$ cat src/rtl/core/tpc_mul.sv
// ----------------------------------------------------------------------------
// tpc_mul
// Shared signed multiplier with a registered product.
// ----------------------------------------------------------------------------
module tpc_mul #(
  parameter int A_W = 33,
  parameter int B_W = 26
) (
  input  logic                        clk,
  input  logic signed [A_W-1:0]       op_a,
  input  logic signed [B_W-1:0]       op_b,
  output logic signed [A_W+B_W-1:0]   prod_r
);

  always_ff @(posedge clk) begin
    prod_r <= (A_W+B_W)'(op_a) * (A_W+B_W)'(op_b);
  end

endmodule

$ cat config.mk
export PLATFORM = sky130hd
export DESIGN_NAME = tpc_mul
export DESIGN_NICKNAME = d
export VERILOG_FILES = /design/src/rtl/core/tpc_mul.sv
export SDC_FILE = /design/constraint.sdc
export NUM_CORES = 2
export LEC_CHECK = 0
export BUFFER_PORTS_ARGS = -buffer_cell sky130_fd_sc_hd__buf_2
export CAP_MARGIN = 20
export CORE_AREA = 4 4 234 236
export DETAILED_ROUTE_END_ITERATION = 16
export DIE_AREA = 0 0 238 240
export GPL_TIMING_DRIVEN = 0
export HOLD_SLACK_MARGIN = 0.12
export PLACE_DENSITY = 0.86
export REMOVE_ABC_BUFFERS = 1
export SLEW_MARGIN = 20
export SYNTH_ARGS = -nofsm -noshare
export SYNTH_HDL_FRONTEND = slang
export SYNTH_SLANG_ARGS = --single-unit
$ cat constraint.sdc
create_clock -name clk -period 10.8 [get_ports clk]
set_clock_uncertainty 0.05 [all_clocks]
set_input_delay 3.24 -clock clk [delete_from_list [all_inputs] [get_ports clk]]
set_output_delay 3.24 -clock clk [all_outputs]
set_load 0.01 [all_outputs]
==> impl_results.md <==
* Clock transition at path regs at 0.06 ns
* Die W at 238 um
* Yosys top cell area share at 56.28%
* IO Count at 119
* Fillers at 3998
* Setup Viol. Count Final at 0
* Congestion Overflow GR at 0
* Status: completed
* Vias per std cell at 5.713
* Flip-flop count of the largest register after layout at 59
* Slowest CP cell: fa_1
* Gpl congestion at 0.9142
* Initial antenna violation count at 3
* Top post-synthesis cells by area: fa_1 (56%), inv_1 (10%), and2_1 (7.1%)
* Crit path max fanout at 33
* Synth Area in Compound Gates at 3.778%
* Non-filler instance count after layout at 4028
* Drt pass-1 iters at 7
* Max incr delay on CP at 0.70 ns
* Largest family of logic cells by synthesized area: adder cells
* Ys flop type: dfxtp_1
* Hold wc startpoint: op_b[0]
* First-pass GRT wire length at 130200 um
* Drt first-iter violations at 1789
* EDFF count, synth at 0
* Largest regs: prod_r (59)
* Die height at 240 um
* Setup crit end kind: flip-flop
* Util after Layout at 61.82%
* Vias in the first global route at 25720
* Cell count after synthesis at 3360
* Post-CTS Hold Buffers at 0
* Routed WL per cell at 19.51 um
* Max cap viols at 0
* Commonest non-fill, non-tap cell in the layout: fa_1
* Worst path required time at 10.97 ns
* Crit-path cells: buf_2 > and2_1 > fa_1 > fa_1 > inv_1 > fa_1 > inv_1 > fa_1 > fa_1 > fa_1 > inv_1 > fa_1 > inv_1 > ha_1 > a21oi_2 > o21ai_1 > or2_2 > or4_1 > a21o_1 > a21boi_2 > o311ai_1 > xor2_1
* Adder-Cell Fraction of Synth Area at 62.69%
* Cell count after placement at 4011
* Tcrit/Tclk final at 97.68%
* Largest net degree at the start of global routing at 34
* Final Max Slew Viols at 0
* TritonCTS clock tree: yes
* Critical path type: primary input to flip-flop
* Via count at 23010
* Pre-CTS WS at -0.5605 ns
* Post-synth ARST share at 0%
* Site row count at 84
* Post-Synth XOR/XNOR Area at 1.767%
* Worst Hold Class: primary input to flip-flop
* Maximum clock rate at 94.79 MHz
* Max-slew headroom at 35.43%
* Cell taking the most area after synthesis: fa_1
* Startpoint Class: primary input
* Post-synthesis cell area at 31230 um^2
* Setup WS post-layout at 0.2501 ns
* WHS at 3.459 ns
* CTS max path bufs at 2
* Seq/Total Area, Yosys at 3.782%
* Dpl hpwl at 60760 um
* Minimum clock period at 10.55 ns
* Mean Syn Cell Area at 9.295 um^2
* GRT Util Overall at 28.85%
* Area growth syn-to-layout at 3.818%
* Ratio of cells with drive above 1 in the final layout at 4.494%
* Clock sink total at 59
* CP delay by family, top: adder cells
* Antenna Nets Post-Route at 0
* Slew @ Worst Pin at 0.9685 ns
* Drt drc at 0
* Root Buffer: clkbuf_16
* Synthesized flop and latch total at 59
* H-tree levels at 3
* Critical path arrival at 10.72 ns
* CTS buffer count at 9
* Final WL at 78570 um
* Synth unique cells at 66
* RSZ-0062 raised after global routing: no
* WP buf/inv at 5
* Final Hold Vio Count at 0
* CP startpoint: op_b[7]
* Most frequent cells in the layout: fa_1 (877), inv_1 (862), nand2_1 (512), and2_1 (356), ha_1 (160)
* IO Port Bufs at 118
* Synth warn at 0
* CP most frequent cell: fa_1
* Final nets at 4432
* Mux share of post-synthesis cell area at 0.03205%
* Starting Density at 59.55%
* Top reg by flops: prod_r
* Post-Synth Simple-Gate Area at 15.66%
* Core box area at 52450 um^2
* Die area at 57120 um^2
cell usage after synthesis, drive strengths merged, types with 14 or more instances:
cell and instances:
a21o 26, a21oi 51, and2 356, clkbuf 145, dfxtp 59, fa 878, ha 160, inv 862
nand2 512, nand2b 15, nor2 51, nor3 14, o21ai 32, xnor2 44, xor2 19
per-stage QoR:
stage | instance area (um^2) | setup TNS (ns)
after floorplan | 30630 | 0
after global placement | 32080 | -1.545
after detailed placement | 32080 | -3.046
after CTS | 32390 | 0
after global routing | 32420 | 0
final | 32420 | 0
cell families (layout without fill, tap and decap cells):
kind of cell / after synthesis / after routing
AOI/OAI and AO/OA: 174 / 174
adders and majority gates: 1038 / 1038
DFF: 59 / 59
xor gates and xnor gates: 63 / 63
muxes: 1 / 1
other: 0 / 2
and+or+nand+nor: 1007 / 1007
buffers and inverters: 1018 / 996
path summary, 6_finish.rpt:
path,end,slack (ns),depth (start not counted)
min,prod_r[0],3.46,2
max,prod_r[52],0.25,22
what timing repair did:
item                       4_1_cts  5_1_grt
hold endpoints to repair         0        0
setup endpoints to repair        5        9
setup buffers                    0        0
resized for setup                2       11
cell type report:
type                            instances  area (um^2)  area share, %
Tap cell                              688        860.8          2.655
Clock buffer                           11        252.7         0.7795
Multi-Input combinational cell       2283        26220          80.86
Sequential cell                        59         1181          3.643
Clock inverter                          4        50.05         0.1544
Inverter                              863         3243          10.00
Timing Repair Buffer                  118        613.1          1.891
Antenna cell                            2        5.005        0.01544
metal layers:
layer / part of all wire, % / track usage, % / up-vias
met5: 0.017 / 0 / -
met4: 5.2 / 12.70 / 2
met2: 50 / 49.93 / 1394
met3: 10 / 6.079 / 342
li1: - / - / 9548
met1: 34 / 35.26 / 11730
Power is left out: the tool's default activity adds up to more than one toggle a clock period on the data nets, which glitch-free logic cannot reach.
