$ cat src/rtl/core/tpc_pkg.sv
// ----------------------------------------------------------------------------
// tpc_pkg
// Shared constants and types for the triangle plane clipper.
// ----------------------------------------------------------------------------
package tpc_pkg;

  // fraction bits of the edge parameter t
  localparam int T_FRAC = 24;

  // threshold register width
  localparam int THR_W = 16;

  // configuration register indexes
  localparam int CFG_IDX_W = 3;
  typedef logic [CFG_IDX_W-1:0] cfg_idx_t;

  localparam cfg_idx_t REG_PLANE_NX = 3'd0;
  localparam cfg_idx_t REG_PLANE_NY = 3'd1;
  localparam cfg_idx_t REG_PLANE_NZ = 3'd2;
  localparam cfg_idx_t REG_POINT_X  = 3'd3;
  localparam cfg_idx_t REG_POINT_Y  = 3'd4;
  localparam cfg_idx_t REG_POINT_Z  = 3'd5;
  localparam cfg_idx_t REG_THRESH   = 3'd6;

  // divider status
  typedef struct packed {
    logic busy;
    logic done;
  } div_stat_t;

endpackage

$ cat src/rtl/core/tpc_div.sv
// ----------------------------------------------------------------------------
// tpc_div
// Radix-2 restoring divider: T_FRAC quotient bits of num/den, num < den.
// ----------------------------------------------------------------------------
module tpc_div #(
  parameter int W = 52
) (
  input  logic                        clk,
  input  logic                        rst_n,
  input  logic                        start,
  input  logic [W-1:0]                num,
  input  logic [W-1:0]                den,
  output tpc_pkg::div_stat_t          stat,
  output logic [tpc_pkg::T_FRAC-1:0]  q_r
);

  localparam int CNT_W = $clog2(tpc_pkg::T_FRAC + 1);

  logic [W:0]       rem_r;
  logic [W-1:0]     den_r;
  logic [CNT_W-1:0] cnt_r;
  logic             busy_r;
  logic             done_r;
  logic [W:0]       shifted;
  logic             ge;
  logic [W:0]       rem_nxt;

  always_comb begin
    shifted = {rem_r[W-1:0], 1'b0};
    ge      = shifted >= {1'b0, den_r};
    rem_nxt = ge ? (shifted - {1'b0, den_r}) : shifted;
  end

  always_ff @(posedge clk) begin
    if (!rst_n) begin
      busy_r <= 1'b0;
      done_r <= 1'b0;
      cnt_r  <= '0;
    end else begin
      done_r <= 1'b0;
      if (start) begin
        rem_r  <= {1'b0, num};
        den_r  <= den;
        q_r    <= '0;
        cnt_r  <= '0;
        busy_r <= 1'b1;
      end else if (busy_r) begin
        rem_r <= rem_nxt;
        q_r   <= {q_r[tpc_pkg::T_FRAC-2:0], ge};
        cnt_r <= cnt_r + 1'b1;
        if (cnt_r == CNT_W'(tpc_pkg::T_FRAC - 1)) begin
          busy_r <= 1'b0;
          done_r <= 1'b1;
        end
      end
    end
  end

  assign stat.busy = busy_r;
  assign stat.done = done_r;

endmodule

$ cat config.mk
export PLATFORM = sky130hd
export DESIGN_NAME = tpc_div
export DESIGN_NICKNAME = d
export VERILOG_FILES = /design/src/rtl/core/tpc_pkg.sv /design/src/rtl/core/tpc_div.sv
export SDC_FILE = /design/constraint.sdc
export NUM_CORES = 1
export LEC_CHECK = 0
export ABC_CLOCK_PERIOD_IN_PS = 3500
export BUFFER_PORTS_ARGS = -buffer_cell sky130_fd_sc_hd__clkbuf_2
export CORE_ASPECT_RATIO = 0.7
export CORE_MARGIN = 2
export CORE_UTILIZATION = 48
export DETAILED_ROUTE_END_ITERATION = 8
export GPL_TIMING_DRIVEN = 0
export PLACE_DENSITY = 0.77
export SLEW_MARGIN = 10
export SYNTH_ARGS = -nofsm -noshare
export SYNTH_HDL_FRONTEND = slang
export SYNTH_SLANG_ARGS = --single-unit
export TNS_END_PERCENT = 100
$ cat constraint.sdc
create_clock -name clk -period 3.5 [get_ports clk]
set_clock_uncertainty 0.1 [all_clocks]
set_input_delay 0.175 -clock clk [delete_from_list [all_inputs] [get_ports clk]]
set_output_delay 0.175 -clock clk [all_outputs]
set_load 0.02 [all_outputs]
==> results of run 1 <==
[final cells by class]
class	count	area (um^2)
fillers	1292	5592
multi-input cells	606	4786
flip-flops and latches	135	3984
repair buffers	268	2081
clock buffers	18	429.2
well taps	236	295.3
plain buffers	39	274.0
inverters	68	257.7
clock inverters	12	153.9
[flip-flops by register name (all words and copies together), names as in the netlist]
signal	cells
rem_r	52
den_r	52
done_r	1
cnt_r	5
q_r	24
busy_r	1
[cells in the mapped netlist (5+ instances only)]
cell | count | area, um^2
clkbuf_1 | 31 | 116.4
o21ai_1 | 11 | 55.05
xor2_1 | 25 | 219.0
buf_2 | 7 | 35.03
xnor2_1 | 25 | 219.0
o21ai_0 | 27 | 135.1
buf_4 | 7 | 52.55
edfxtp_1 | 128 | 3844
nand3_1 | 8 | 40.04
a21oi_1 | 97 | 485.5
a31oi_1 | 10 | 62.56
dfxtp_1 | 7 | 140.1
ha_1 | 53 | 663.1
o21a_1 | 7 | 52.55
nor3_1 | 5 | 25.02
o21bai_1 | 12 | 90.09
nor2_1 | 72 | 270.3
nand2b_1 | 7 | 43.79
mux2_2 | 43 | 484.2
nand2_1 | 58 | 217.7
nor2b_1 | 28 | 175.2
a21o_1 | 27 | 202.7
nor3b_1 | 7 | 52.55
or3_1 | 6 | 37.54
inv_1 | 68 | 255.2
mux2i_1 | 5 | 50.05
nand4_1 | 21 | 131.4
[layer usage]
layer / GRT usage / part of all wire / up-vias
met1: 0.3712 / 0.46 / 3681
met3: 0.05291 / 0.073 / 43
li1: - / - / 3653
met2: 0.3849 / 0.45 / 349
met5: 0 / 0 / -
met4: 0.07710 / 0.020 / 0
[how the worst max path moves through the flow]
stage	startpoint	endpoint	slack, ns	depth (start not counted)
2_1_floorplan	rem_r[2]	rem_r[30]	0.04	11
3_3_place_gp	rem_r[8]	rem_r[50]	-0.51	12
3_5_place_dp	rem_r[2]	rem_r[47]	-0.54	11
4_1_cts	rem_r[3]	rem_r[23]	-0.03	12
5_1_grt	rem_r[0]	rem_r[31]	-0.16	12
6_report	rem_r[1]	rem_r[31]	-0.10	12
[layout by cell type, fill, tap and decap left out, types with 24 or more instances in the layout]
cell type and instances:
clkbuf_2 132, edfxtp_1 128, dlygate4sd3_1 99, inv_1 66, nor2_1 61, a21oi_1 59, nand2_1 56, a21oi_2 37
ha_1 37, buf_4 30, mux2_2 30, a21o_1 27, nor2b_1 27, xnor2_1 25, xor2_1 25, clkbuf_1 24
[power groups by stage]
stage               logic [uW]  clock network, uW  registers, uW
detailed placement        1560                  0           2050
global placement          1520                  0           2050
finish                    2150               1850           2030
global route              2310               1930           2040
CTS                       1760               1850           2020
floorplan                 1150                  0           2050
[logic make-up after synthesis]
kind of cell	after synthesis	synth area share
AOI/OAI and AO/OA	224	0.1632
and+or+nand+nor	227	0.1269
buffers and inverters	114	0.05436
adders and majority gates	54	0.07894
DFF	135	0.4603
muxes	51	0.06563
xor gates and xnor gates	50	0.05060
[critical path, stage by stage (launching register included)]
cell and delay (ns):
edfxtp_1 0.45, ha_4 0.33, nand3_4 0.09, o21bai_4 0.19, a2111oi_4 0.45, nor3_4 0.09
o311ai_4 0.32, a31oi_4 0.17, o31ai_4 0.27, buf_6 0.18, buf_12 0.15, mux2_4 0.30
mux2_2 0.26
[metrics by stage]
step                cell area (um^2)  setup TNS (ns)  worst slack, ns
CTS                            11480         -0.4152         -0.02745
global placement                9610          -50.30          -0.5115
global route                   12260          -3.349          -0.1578
detailed placement              9661          -25.04          -0.5411
floorplan                       8655               0          0.03517
finish                         12260         -0.5561          -0.1023
[timing repair]
item,in CTS,in global routing
hold endpoints to repair,99,1
setup buffers,13,16
resized for setup,31,145
pin swaps,11,20
hold buffers,98,1
endpoints found under the setup margin,53,52
gates cloned,1,5
==> summary.txt, run 1 <==
Outcome
  • Outcome: finished with violations
  • Failing checks: setup timing

Floorplan
  • Die width: 164.5 um
  • Core area: 17,850 um^2
  • DIE HEIGHT: 116.3 um
  • IO Count: 133
  • FP Rows: 41
  • Die area: 19,140 um^2
  • Initial Util: 0.4848

Finish
  • Ratio of cells with drive above 1 in the final layout: 0.3150
  • Synth-to-layout area growth: 41.67%
  • Fin util: 0.6868
  • Diodes inserted: 0
  • Fin cells: 1,382
  • Fin nets: 1,296

Synthesis
  • Syn Inst Count: 855
  • Yosys Warn Count: 0
  • Synth Flop Type: edfxtp_1
  • Synth Area per Inst: 10.12 um^2
  • Post-synth EDFFs: 128
  • Syn Nets: 1,016
  • Seq/Total Area, Yosys: 0.4603
  • Ys async rst share: 0
  • Synth unique cells: 58
  • FF+latch count, synth: 135
  • Syn Std Cell Area: 8655 um^2

STA
  • Relative slew slack: 0.4659
  • F_max: 277.6 MHz
  • Final Hold Slack: 0.02003 ns
  • Final Hold Vio Count: 0
  • Min Tclk post-route: 3.602 ns
  • Final Worst Setup Slack: -0.1023 ns
  • Worst-margin pin slew: 0.8011 ns
  • Unrepaired setup endpoints after global routing: true
  • Final setup fails: 19
  • Fin crit share: 1.029
  • Slew Limit Fails: 0

Power
  • Flop pwr share: 0.337
  • Cell leakage power: 0.005117 uW
  • Sw Share: 0.3218
  • Clock group share of total power: 0.307
  • P_sw: 1937 uW
  • Pint: 4083 uW
  • Peak VDD IR: 273.5 uV
  • Combinational share of power: 0.357
  • Tot Pwr: 6020 uW
  • P per Cell Area: 491.0 nW/um^2

Global route
  • First-pass GRT wire length: 37,360 um
  • Initial antenna violation count: 0
  • Total global routing overflow: 0
  • GR Util All Layers: 0.2549
  • Largest net degree at the start of global routing: 53
  • Number of global-route vias before repair: 7,269

Drt
  • Avg WL per Cell: 18.31 um
  • Via Count: 7,726
  • WL final: 25,310 um
  • Vias/cell: 5.590
  • Initial DRC Count: 713
  • DRC violations left: 0
  • DRT Pass-1 Iters: 5
  • Post-route ant nets: 0

Setup path
  • Reg2Reg Setup Slack: -0.10 ns
  • Crit path max fanout: 7
  • Worst EP arrival: 3.69 ns
  • Worst Setup Start Kind: register
  • Reg2reg end: rem_r[31]
  • CP required: 3.58 ns
  • Worst r2r path cells: 12
  • RR Startpoint: rem_r[1]
  • Crit end category: register
  • Crit Path Class: register to register

Place
  • Routability congestion estimate: 0.9334
  • Port buffer count: 132
  • Final HPWL DP: 16,140 um
  • Post-Place Cells: 1,225

Clocking
  • TritonCTS Sinks: 135
  • Worst-skew pair later-pin latency: 0.44 ns
  • CTS Buf Count: 17
  • CTS tree: yes
  • H-tree level count: 4
  • CTS Buffer Depth: 2
  • Worst-path clk slew: 0.07 ns
  • Root Buffer: clkbuf_16

Worst hold path
  • HP Start: rst_n
  • WHS Path Cells: 3
  • Hold path endpoint: busy_r
  • HP Class: primary input to register

Flow run
  • Max-cap violations: 0
(Power assumes the default switching activity.)
==> run 2: changes to the inputs <==
--- a/config.mk
+++ b/config.mk
@@ -5,6 +5,7 @@
 export SDC_FILE = /design/constraint.sdc
 export NUM_CORES = 1
 export LEC_CHECK = 0
+export ABC_AREA = 1
 export ABC_CLOCK_PERIOD_IN_PS = 3500
 export BUFFER_PORTS_ARGS = -buffer_cell sky130_fd_sc_hd__clkbuf_2
 export CORE_ASPECT_RATIO = 0.7
@@ -12,7 +13,7 @@
 export CORE_UTILIZATION = 48
 export DETAILED_ROUTE_END_ITERATION = 8
 export GPL_TIMING_DRIVEN = 0
-export PLACE_DENSITY = 0.77
+export PLACE_DENSITY = 0.76
 export SLEW_MARGIN = 10
 export SYNTH_ARGS = -nofsm -noshare
 export SYNTH_HDL_FRONTEND = slang
==> summary.txt, run 2 <==
Synthesis
  • Synth area leader: edfxtp_1
  • Most common cell in the netlist: nand2_1
  • Ys async rst share: 0 (unchanged)
  • Syn Nets: 1,747 (+72%)
  • Synth unique cells: 39 (-33%)
  • Syn Inst Count: 1,586 (+85%)
  • Post-synth EDFFs: 128 (unchanged)
  • Post-synth top cells: nand2_1, inv_1, edfxtp_1
  • Top cell type's share of synthesized area: 0.3653 (-0.07880)
  • FF+latch count, synth: 135 (unchanged)
  • Post-Synth Simple-Gate Area: 0.3736 (+0.2467)
  • Syn Std Cell Area: 10,520 um^2 (+22%)
  • Yosys Warn Count: 0 (unchanged)
  • Seq/Total Area, Yosys: 0.3786 (-0.08167)
  • Synth Flop Type: edfxtp_1
  • Xor-xnor portion of the synthesized cell area: 0.02081 (-0.02979)
  • Adder-cell share of the synthesized area: 0.06493 (-0.01401)
  • Post-synthesis compound-gate area fraction: 0.02343 (-0.1398)
  • Largest cells by area after synthesis: edfxtp_1, nand2_1, inv_1
  • Mux share of post-synthesis cell area: 0 (-0.06564)
  • Main combinational cell family by area after synthesis: simple AND/OR/NAND/NOR gates
  • Synth Area per Inst: 6.634 um^2 (-34%)

Setup path
  • Worst path slowest cell: edfxtp_1
  • RR Startpoint: rem_r[18]
  • Worst path max stage delay: 0.42 ns (-0.03 ns)
  • CP most frequent cell: nand2_1
  • Worst Setup Start Kind: register
  • Reg2reg end: rem_r[44]
  • Crit Path Class: register to register
  • CP Cell Sequence: ha_1 > nand2_1 > nor2_1 > and2_1 > nand3_1 > nand3b_1 > nand2_2 > nand3_2 > buf_4 > nand3_1 > nand2_1 > nand2_1
  • Worst EP arrival: 3.42 ns (-0.27 ns)
  • Reg2Reg Setup Slack: 0.17 ns (+0.28 ns)
  • Buf/Inv on CP: 1 (-1)
  • CP required: 3.60 ns (+0.02 ns)
  • Crit path max fanout: 10 (+3)
  • Worst r2r path cells: 12 (unchanged)
  • Cell family with most CP delay: simple AND/OR/NAND/NOR gates
  • Crit end category: register

Drt
  • WL final: 36,790 um (+45%)
  • Vias/cell: 5.063 (-9.4%)
  • Initial DRC Count: 1,030 (+44%)
  • Via Count: 10,819 (+40%)
  • Avg WL per Cell: 17.22 um (-6.0%)
  • DRT Pass-1 Iters: 5 (unchanged)
  • DRC violations left: 0 (unchanged)
  • Post-route ant nets: 0 (unchanged)

Finish
  • Ratio of cells with drive above 1 in the final layout: 0.1067 (-0.2083)
  • Area of the multi-input gates: 5087 um^2 (+6.3%)
  • Final instance area: 13,270 um^2 (+8.2%)
  • Synth-to-layout area growth: 26.08%
  • Filler cell count: 2,009 (+55%)
  • Fin nets: 2,003 (+55%)
  • Regs by FF count: den_r (52), rem_r (52), q_r (24)
  • Commonest non-fill, non-tap cell in the layout: nand2_1
  • Most frequent cells in the layout: nand2_1, inv_1, clkbuf_2
  • Diodes inserted: 0 (unchanged)
  • Register area: 3984 um^2 (unchanged)

Floorplan
  • IO Count: 133 (unchanged)
  • Initial Util: 0.4866 (+0.001841)
  • FP Rows: 45 (+9.8%)
  • Die width: 181.0 um (+10%)
  • DIE HEIGHT: 127.9 um (+9.9%)
  • Die area: 23,140 um^2 (+21%)
  • Core area: 21,620 um^2 (+21%)

STA
  • Unrepaired setup endpoints after global routing: false
  • Slew Limit Fails: 0 (unchanged)
  • Final setup fails: 0 (-19)
  • Min Tclk post-route: 3.326 ns (-0.2766 ns)
  • Worst-margin pin slew: 0.8706 ns (+0.06950 ns)
  • Final Hold Vio Count: 0 (unchanged)
  • F_max: 300.7 MHz (+8.3%)
  • Relative slew slack: 0.4196 (-0.04633)
  • Fin crit share: 0.9502 (-0.07904)

Global route
  • Largest net degree at the start of global routing: 47 (-11%)
  • Initial antenna violation count: 0 (unchanged)
  • Total global routing overflow: 0 (unchanged)
  • Number of global-route vias before repair: 10,112 (+39%)
  • First-pass GRT wire length: 55,390 um (+48%)
  • GR Util All Layers: 0.3212 (+0.06630)

Clocking
  • CTS Buf Count: 17 (unchanged)
  • H-tree level count: 4 (unchanged)
  • TritonCTS Sinks: 135 (unchanged)
  • CTS Buffer Depth: 2 (unchanged)
  • Worst-path clk slew: 0.06 ns (about the same)
  • Root Buffer: clkbuf_16
  • CTS tree: yes
  • Worst-skew pair later-pin latency: 0.44 ns (about the same)

Place
  • Placed Area: 11,580 um^2 (+20%)
  • Final HPWL DP: 28,120 um (+74%)
  • Port buffer count: 131 (-0.76%)
  • Routability congestion estimate: 0.9918 (+6.3%)

Outcome
  • Outcome: finished, final reports clean

Worst hold path
  • HP Start: num[48]
  • Hold path endpoint: rem_r[48]
  • HP Class: primary input to register
  • WHS Path Cells: 3 (unchanged)

Flow run
  • Max-cap violations: 0 (unchanged)

Power
  • Peak VDD IR: 355.9 uV (+30%)
  • P per Cell Area: 486.3 nW/um^2 (-0.95%)
  • Cell leakage power: 0.007188 uW (+40%)
  • Tot Pwr: 6451 uW (+7.2%)
## run 2: worst register-to-register path: stages (launching register included)
cell and delay (ns):
edfxtp_1 0.42, ha_1 0.38, nand2_1 0.16, nor2_1 0.21, and2_1 0.22, nand3_1 0.10, nand3b_1 0.32, nand2_2 0.20
nand3_2 0.26, buf_4 0.29, nand3_1 0.21, nand2_1 0.15, nand2_1 0.06
## run 2: how the worst max path moves through the flow
stage / start / end / cells past startpoint / slack [ns]
floorplan: start / q_r[0] / 4 / 0.57
global placement: start / rem_r[18] / 4 / -0.83
detailed placement: rem_r[31] / rem_r[32] / 12 / 0.13
CTS: rem_r[31] / rem_r[32] / 12 / 0.12
global route: rem_r[17] / rem_r[46] / 12 / 0.08
finish: rem_r[18] / rem_r[44] / 12 / 0.17
## run 2: routing by layer
metal  vias up  GRT usage  share of wire
met5         -          0              0
li1       5390          -              -
met2       467     0.4708           0.41
met4         0    0.07078          0.013
met3        39    0.08494          0.098
met1      4923     0.4749           0.48
## run 2: kinds of logic (layout without fill, tap and decap cells)
family | Yosys count | count (layout)
AO/OA/AOI/OAI | 45 | 45
XOR/XNOR | 25 | 25
flip-flops | 135 | 135
adder cells (fa/ha/maj) | 54 | 54
buffers and inverters | 378 | 647
AND/OR/NAND/NOR | 949 | 949
## run 2: layout make-up
class / instances / share of cell area
Multi-Input combinational cell: 1073 / 0.3835
Timing Repair Buffer: 237 / 0.1315
Inverter: 346 / 0.09791
Clock inverter: 13 / 0.01387
Buffer: 32 / 0.01217
Clock buffer: 19 / 0.03414
Tap cell: 282 / 0.02660
Sequential cell: 135 / 0.3003
## run 2: timing repair
action,CTS,global route
buffers inserted,0,0
resized for setup,0,3
setup endpoints to repair,0,3
hold buffers,104,0
endpoints found under the hold margin,108,0
## run 2: stage by stage
step           TNS, ns  hold slack [ns]  utilization  instances  setup WS, ns
2_1_floorplan        0           0.1739            -       1586        0.5742
3_3_place_gp    -62.34           0.2513       0.5333       1999       -0.8320
3_5_place_dp         0           0.2536       0.5358       2001        0.1270
4_1_cts              0          0.03401       0.6134       2137        0.1152
5_1_grt              0          0.04115       0.6135       2137       0.07677
6_report             0          0.05452       0.6135       2137        0.1743
## run 2: power breakdown
part	internal, uW	switching (uW)
Sequential	1980	79.7
Clock	1190	815
Combinational	812	1580
